===== config.mk =====
export PLATFORM = sky130hd
export DESIGN_NAME = bwh_keys
export DESIGN_NICKNAME = d
export VERILOG_FILES = /design/src/bloom_wisard_h3_discriminator_macros.svh /design/src/bwh_pkg.sv /design/src/bwh_keys.sv
export SDC_FILE = /design/constraint.sdc
export NUM_CORES = 1
export LEC_CHECK = 0
export BUFFER_PORTS_ARGS = -buffer_cell sky130_fd_sc_hd__buf_2
export CAP_MARGIN = 20
export CORE_UTILIZATION = 35
export CTS_BUF_LIST = sky130_fd_sc_hd__clkbuf_2 sky130_fd_sc_hd__clkbuf_4 sky130_fd_sc_hd__clkbuf_8
export CTS_CLUSTER_DIAMETER = 200
export DETAILED_ROUTE_END_ITERATION = 12
export SYNTH_ARGS = -nofsm -noshare
export SYNTH_HDL_FRONTEND = slang
export SYNTH_SLANG_ARGS = --single-unit
export TNS_END_PERCENT = 5

===== constraint.sdc =====
create_clock -name clk -period 18.7 [get_ports clk]
set_input_delay 2.805 -clock clk [delete_from_list [all_inputs] [get_ports clk]]
set_output_delay 2.805 -clock clk [all_outputs]
set_load 0.01 [all_outputs]

===== src/bloom_wisard_h3_discriminator_macros.svh =====
// ---------------------------------------------------------------------------
// Assertion macros for the Bloom WiSARD H3 discriminator
// Short forms for the clocked implication checks used in the RTL.
// ---------------------------------------------------------------------------
`ifndef BLOOM_WISARD_H3_DISCRIMINATOR_MACROS_SVH
`define BLOOM_WISARD_H3_DISCRIMINATOR_MACROS_SVH

// Same-cycle implication, disabled while reset is asserted.
`define BWH_ASSERT_IMPL(lbl, clk_s, rst_s, ante, cons) \
  lbl: assert property (@(posedge clk_s) disable iff (!rst_s) (ante) |-> (cons)) \
    else $error("same-cycle implication failed");

// Next-cycle implication, disabled while reset is asserted.
`define BWH_ASSERT_NEXT(lbl, clk_s, rst_s, ante, cons) \
  lbl: assert property (@(posedge clk_s) disable iff (!rst_s) (ante) |=> (cons)) \
    else $error("next-cycle implication failed");

`endif


===== src/bwh_pkg.sv =====
// ---------------------------------------------------------------------------
// Bloom WiSARD H3 discriminator package
// Shared constants, payload structs, operation and state codes.
// ---------------------------------------------------------------------------
`timescale 1ns / 1ps

package bwh_pkg;

  localparam int RAM_COUNT        = 64;
  localparam int RAM_W            = 6;
  localparam int TUPLE_BITS       = 16;
  localparam int KEY_COUNT        = 16;
  localparam int KEY_IDX_W        = $clog2(KEY_COUNT);
  localparam int KEY_W            = 64;
  localparam int MAX_ADDRESS_BITS = 10;
  localparam int NUM_CLASSES      = 16;
  localparam int CLASS_W          = 4;
  localparam int SLICE_WIDTH      = 16;
  localparam int MAX_SLICES       = 4;
  localparam int SLICE_IDX_W      = $clog2(MAX_SLICES);
  localparam int SCORE_W          = 7;
  localparam int FILTER_DEPTH     = RAM_COUNT << MAX_ADDRESS_BITS;
  localparam int FILTER_AW        = $clog2(FILTER_DEPTH);
  localparam int CFG_AW           = 4;

  localparam logic [SCORE_W-1:0] SCORE_MAX = 7'd127;

  localparam logic [1:0] REG_ADDRESS_BITS = 2'd0;
  localparam logic [1:0] REG_NUM_HASHES   = 2'd1;
  localparam logic [1:0] REG_CLASS_COUNT  = 2'd2;

  typedef enum logic [1:0] {
    OP_TRAIN   = 2'd0,
    OP_PREDICT = 2'd1,
    OP_LOAD    = 2'd2
  } op_t;

  typedef enum logic [2:0] {
    ST_CLEAR,
    ST_IDLE,
    ST_HASH,
    ST_RD,
    ST_UPD,
    ST_SCORE,
    ST_EMIT
  } state_t;

  typedef struct packed {
    logic [1:0]            operation;
    logic [RAM_W-1:0]      ram_index;
    logic [TUPLE_BITS-1:0] tuple_bits;
    logic [CLASS_W-1:0]    class_label;
    logic                  last_ram;
    logic [KEY_IDX_W-1:0]  key_index;
    logic [KEY_W-1:0]      key_value;
  } in_item_t;

  typedef struct packed {
    logic [CLASS_W-1:0] class_index;
    logic [SCORE_W-1:0] score;
    logic               last;
  } out_item_t;

  typedef struct packed {
    logic                  we;
    logic [KEY_IDX_W-1:0]  widx;
    logic [KEY_W-1:0]      wdata;
    logic                  start;
    logic [TUPLE_BITS-1:0] tuple_bits;
  } key_req_t;

  typedef struct packed {
    logic                   re;
    logic                   we;
    logic [FILTER_AW-1:0]   addr;
    logic [NUM_CLASSES-1:0] wdata;
  } filt_req_t;

endpackage


===== src/bwh_keys.sv =====
// ---------------------------------------------------------------------------
// H3 key store and hash accumulator
// Holds the hash keys and XORs the selected ones, one key per cycle.
// ---------------------------------------------------------------------------
`timescale 1ns / 1ps

module bwh_keys (
  input  logic                       clk,
  input  logic                       rst_n,
  input  bwh_pkg::key_req_t          req,
  output logic [bwh_pkg::KEY_W-1:0]  hash,
  output logic                       done
);
  import bwh_pkg::*;

  logic [KEY_W-1:0]      key_mem [KEY_COUNT];
  logic [KEY_W-1:0]      rd_r;
  logic [TUPLE_BITS-1:0] tuple_r;
  logic [KEY_IDX_W-1:0]  cnt_r;
  logic                  run_r;
  logic                  vld_d_r;
  logic                  fin_d_r;
  logic                  sel_d_r;
  logic [KEY_W-1:0]      acc_r;

  always_ff @(posedge clk) begin
    if (req.we) begin
      key_mem[req.widx] <= req.wdata;
    end
    rd_r <= key_mem[cnt_r];
  end

  always_ff @(posedge clk) begin
    if (!rst_n) begin
      run_r   <= 1'b0;
      vld_d_r <= 1'b0;
      fin_d_r <= 1'b0;
      cnt_r   <= '0;
    end else begin
      vld_d_r <= run_r;
      fin_d_r <= run_r && (cnt_r == KEY_IDX_W'(KEY_COUNT - 1));
      if (req.start) begin
        run_r <= 1'b1;
        cnt_r <= '0;
      end else if (run_r) begin
        cnt_r <= cnt_r + 1'b1;
        if (cnt_r == KEY_IDX_W'(KEY_COUNT - 1)) begin
          run_r <= 1'b0;
        end
      end
    end
  end

  always_ff @(posedge clk) begin
    sel_d_r <= tuple_r[cnt_r];
    if (req.start) begin
      tuple_r <= req.tuple_bits;
      acc_r   <= '0;
    end else if (vld_d_r && sel_d_r) begin
      acc_r <= acc_r ^ rd_r;
    end
  end

  assign hash = acc_r;
  assign done = vld_d_r && fin_d_r;

endmodule


# Word level (Yosys, flattened, before mapping)

Memories as Yosys holds them, arrays and structs flattened. A register that Yosys moved wholly into a read port is not among the register bits.
Index checks and enable logic that the tools add are counted.

Add/subtract/negate cells: 1
Multiply operators: 0
Div/mod/pow operators: 0
$lt $le $gt $ge: 1
Equality and inequality tests: 1
Shift-type cells: 0
Muxes and demuxes: 7
Bitwise gates (word level): 2
Reductions and logical operators: 4

Operator list:

| cell                                                       | number |
|---|---|
| XOR 64 bit                                                 | 1 |
| two-way mux 1 bit                                          | 6 |
| less-than comparator 4 x 5 -> 1 bit, second input constant | 1 |
| adder 4 x 1 -> 4 bit, second input constant                | 1 |
| binary-select mux 1 bit (select 4 bit)                     | 1 |
| == test 4 bit, second input constant                       | 1 |
| logical AND 1 bit                                          | 3 |
| OR reduction 2 bit                                         | 1 |
| inverter 1 bit                                             | 1 |

Bits in registers: 88
Latch bits: 0
RAM bits: 1024
ROM bits: 0
Input bits: 88
Output and inout bits: 65
Logic and storage cells: 24
Memories kept: 1

Memories:

| memory  | depth | bits a word | rd ports | clocked after memory_dff | wr ports | line           | source |
|---|---|---|---|---|---|---|---|
| key_mem | 16    | 64          | 1        | 1                        | 1        | bwh_keys.sv:16 | `logic [KEY_W-1:0] key_mem [KEY_COUNT];` |

# Logic depth before layout (Yosys ltp)

Depth in word-level cells: 4
Depth in mapped cells: 6
Depth with buffers taken out: 4

# Worst setup path after synthesis

OpenSTA, ideal clock, no wires.

Path type: input to register
Start point: input req[83] in the netlist's numbering
End point: memory key_mem[0][0], enable pin
Library setup time: 565 ps
Data arrival time: 7668 ps
Data required time: 18135 ps
Path slack: 10466 ps
Stages: 2
Path buffers: 0
Cells stage by stage: or3b_2 nor3_1

RTL lines:

| item            | line           | source |
|---|---|---|
| start, declared | bwh_keys.sv:10 | `input bwh_pkg::key_req_t req,` |
| end, declared   | bwh_keys.sv:16 |  |

No word-level cell before the write port.

# Worst setup path after layout

Start point: register vld_d_r
End point: output done

Longest elaborated chain between the ends: 1

Ends and longest elaborated chain:

| item                   | line           | source |
|---|---|---|
| start, declared        | bwh_keys.sv:21 | `logic vld_d_r;` |
| start signal, assigned | bwh_keys.sv:40 | `vld_d_r <= run_r;` |
| logical AND 1 bit      | bwh_keys.sv:65 | `assign done = vld_d_r && fin_d_r;` |
| end, declared          | bwh_keys.sv:12 | `output logic done` |

Every way passes these cells.

==> summary.md <==
| Metric | Value |
|---|---|
| Post-layout instance count excluding filler cells | 4,034 |
| Cell count after synthesis | 1,975 |
| Die Area | 124,000 um2 |
| Final period util | 0.252 |
| Total Routing Usage GR | 0.151 |
| Buffers on Ports | 152 |
| Fill cells | 10,700 |
| Crit path cell chain | and2_1 > buf_2 |
| Final nets | 2,338 |
| CP max FO | 27 |
| Data required, critical path | 15.89 ns |
| WS Path Type | flip-flop to primary output |
| Placed instance count | 3,682 |
| Final Max Tran Viols | 0 |
| Synth Area in XOR/XNOR | 0.0137 |
| RePlAce Congestion | 0.718 |
| Adder-cell area share of the yosys netlist | 0.000291 |
| Top_reg_cell synth | edfxtp_1 |
| Setup Skew | 0.0445 ns |
| Mean Syn Cell Area | 21.8 um2 |
| # resized after CTS | 0 |
| TritonCTS Buffers | 187 |
| Synth Cell Area | 43,000 um2 |
| GRT met2 Usage | 0.242 |
| Hold WC Path Type | flip-flop to flip-flop |
| Max_slew headroom | 0.235 |
| RSZ-0062 raised after global routing | false |
| Ratio of cells with drive above 1 in the final layout | 0.328 |
| Final Hold Viols | 0 |
| DR vias/cell | 4.98 |
| Synth Area in Compound Gates | 0.0231 |
| Initial antenna violation count | 12 |
| Area after DPL | 45,800 um2 |
| R2r worst-path depth | 5 |
| Count of hold-fix buffers inserted at cts | 0 |
| Area delta synth->final | 15.9% |
| Vias | 20,100 |
| VDD IR max | 0.0524 mV |
| Hold Crit Start | hash[9] |
| Max Clk Rate | 212 MHz |
| Endpoints failing setup | 0 |
| Syn_nets | 2,064 |
| Met3 global-route usage | 0.0364 |
| Worst flop-to-flop path startpoint | cnt_r[0] |
| Largest family of logic cells by synthesized area | multiplexers |
| Avg WL per Cell | 23.1 um |
| Length of the first detailed-routing pass in iterations | 5 |
| Most frequent cells in the layout | edfxtp_1, mux4_2, clkbuf_8 |
| Hold Path Stages | 2 |
| Post-synthesis async set-or-reset flop share | 0 |
| Delay-heaviest family, CP | flip-flops |
| Routed WL | 93,200 um |
| H-tree depth | 4 |
| Post-route cell area | 49,800 um2 |
| Initial core utilization | 0.353 |
| Area share of and/or/nand/nor cells after synthesis | 0.0230 |
| Post-synthesis sequential area ratio | 0.790 |
| Post-synth EDFFs | 1,040 |
| CP Data Arrival Time | 1.91 ns |
| Clk slew on worst S/H paths | 0.06 ns |
| Reg2reg setup slack | 14.90 ns |
| Core footprint | 122,000 um2 |
| MaxCap Viol Count | 0 |
| Post-CTS Setup Inserts | 0 |
| Die X-Extent | 352 um |
| Post-DP HPWL | 50,100 um |
| Antenna Nets Post-Route | 0 |
| Die Y-Extent | 352 um |
| TritonCTS Sinks | 1,176 |
| Minimum clock period | 4.72 ns |
| Hold endpoint | hash[9] |
| Root Buffer | clkbuf_8 |
| First-pass GRT wire length | 140,000 um |
| Most common cell after layout, fill and taps aside | edfxtp_1 |
| Clk_lat worst skew | 0.86 ns |
| Setup crit end kind | primary output |
| Final worst slack | 13.98 ns |
| Worst flop-to-flop path endpoint | rd_r[32] |
| Detailed router's first-iteration violation count | 1,696 |
| DRC Markers | 0 |
| Synthesized flop and latch total | 1,176 |
| Setup TNS | 0 ns |
| CTS tree | yes |
| Startpoint types | flip-flop |
| Remaining global-route overflow | 0 |
| Slew @ Worst Pin | 1.15 ns |
| Vias in the first global route | 21,800 |
| # rows | 128 |
| CTS Buffer Depth | 3 |
| Largest net degree at the start of global routing | 143 |
| Ports | 153 |
| Yosys warnings | 0 |
| Synth cell types | 26 |
| Max stage delay cell, worst path | dfxtp_2 |
| Leak | 15.9 nW |
| Met1 Usage GRT | 0.204 |
| Grt peak-use layer | met2 |
| Status | complete, no violations |
| Post-synthesis mux area share | 0.137 |
| Worst path max stage delay | 0.72 ns |
| Cell Pwr Density | 108 nW/um2 |
| Setup WS pre-CTS | 13.22 ns |
| Buf/Inv on CP | 1 |
==> cells by family after synthesis <==
logic type,after synthesis
xor gates and xnor gates,67
muxes,261
DFF,1176
buffers and inverters,108
and+or+nand+nor,230
adders and majority gates,1
AOI/OAI and AO/OA,132
==> worst max-delay path by stage <==
| stage | slack (ns) | cells past startpoint | startpoint | end |
|---|---|---|---|---|
| floorplan | 10.47 | 2 | req[83] | key_mem[0][0] |
| global placement | 13.31 | 4 | req[84] | key_mem[6][60] |
| detailed placement | 13.22 | 4 | req[84] | key_mem[6][0] |
| CTS | 13.85 | 2 | vld_d_r | done |
| global route | 13.80 | 2 | vld_d_r | done |
| finish | 13.98 | 2 | vld_d_r | done |
==> worst reg2reg max path, delay by kind of cell, from the launching register on <==
family                 cells  cell delay (ns)
buffers and inverters      2             1.83
and+or+nand+nor            1             0.11
DFF                        1             0.87
AOI/OAI and AO/OA          1             0.23
muxes                      1             0.64
==> layout make-up <==
type	count	area, um2	area share
clock buffers	269	3290	0.0660
diodes	4	10.0	0.000201
clock inverters	76	668	0.0134
well taps	1625	2030	0.0408
multi-input cells	691	8580	0.172
flip-flops and latches	1176	34000	0.682
repair buffers	193	1260	0.0253
==> sequential cells by signal, summed over array words and instances, names as in the netlist <==
name     cells
run_r        1
key_mem   1024
tuple_r     16
cnt_r        4
vld_d_r      1
rd_r        64
fin_d_r      1
hash        64
sel_d_r      1
==> cells in the mapped netlist, types with 4 or more instances <==
cell,n,area [um2]
xor2_1,66,578
dfxtp_1,136,2720
nor3_1,4,20.0
buf_1,9,33.8
nand2_1,67,251
edfxtp_1,1040,31200
buf_2,16,80.1
nor2_1,81,304
buf_4,6,45.0
nand3_1,65,325
clkbuf_1,60,225
a22oi_1,130,976
buf_6,17,191
mux4_2,260,5860
==> per-layer routing <==
layer | vias to the layer above | share of wire
met5 | - | 0.00054
met4 | 8 | 0.015
met3 | 125 | 0.063
met2 | 575 | 0.49
met1 | 10600 | 0.43
li1 | 8738 | -
==> report_power, final <==
group          switching [W]  internal (W)  leakage, nW
combinational       0.000106     0.0000704         3.24
sequential         0.0000226       0.00292         10.5
clock                0.00101       0.00126         2.09
total                0.00114       0.00425         15.9
==> through the flow <==
step / hold slack, ns / util / total power [W]
after floorplan: 0.498 / - / 0.00309
after global placement: 0.490 / 0.374 / 0.00317
after detailed placement: 0.499 / 0.376 / 0.00318
after CTS: 0.517 / 0.408 / 0.00546
after global routing: 0.536 / 0.409 / 0.00558
final: 0.508 / 0.409 / 0.00538
Note: power is estimated with default switching activity, not from simulation.
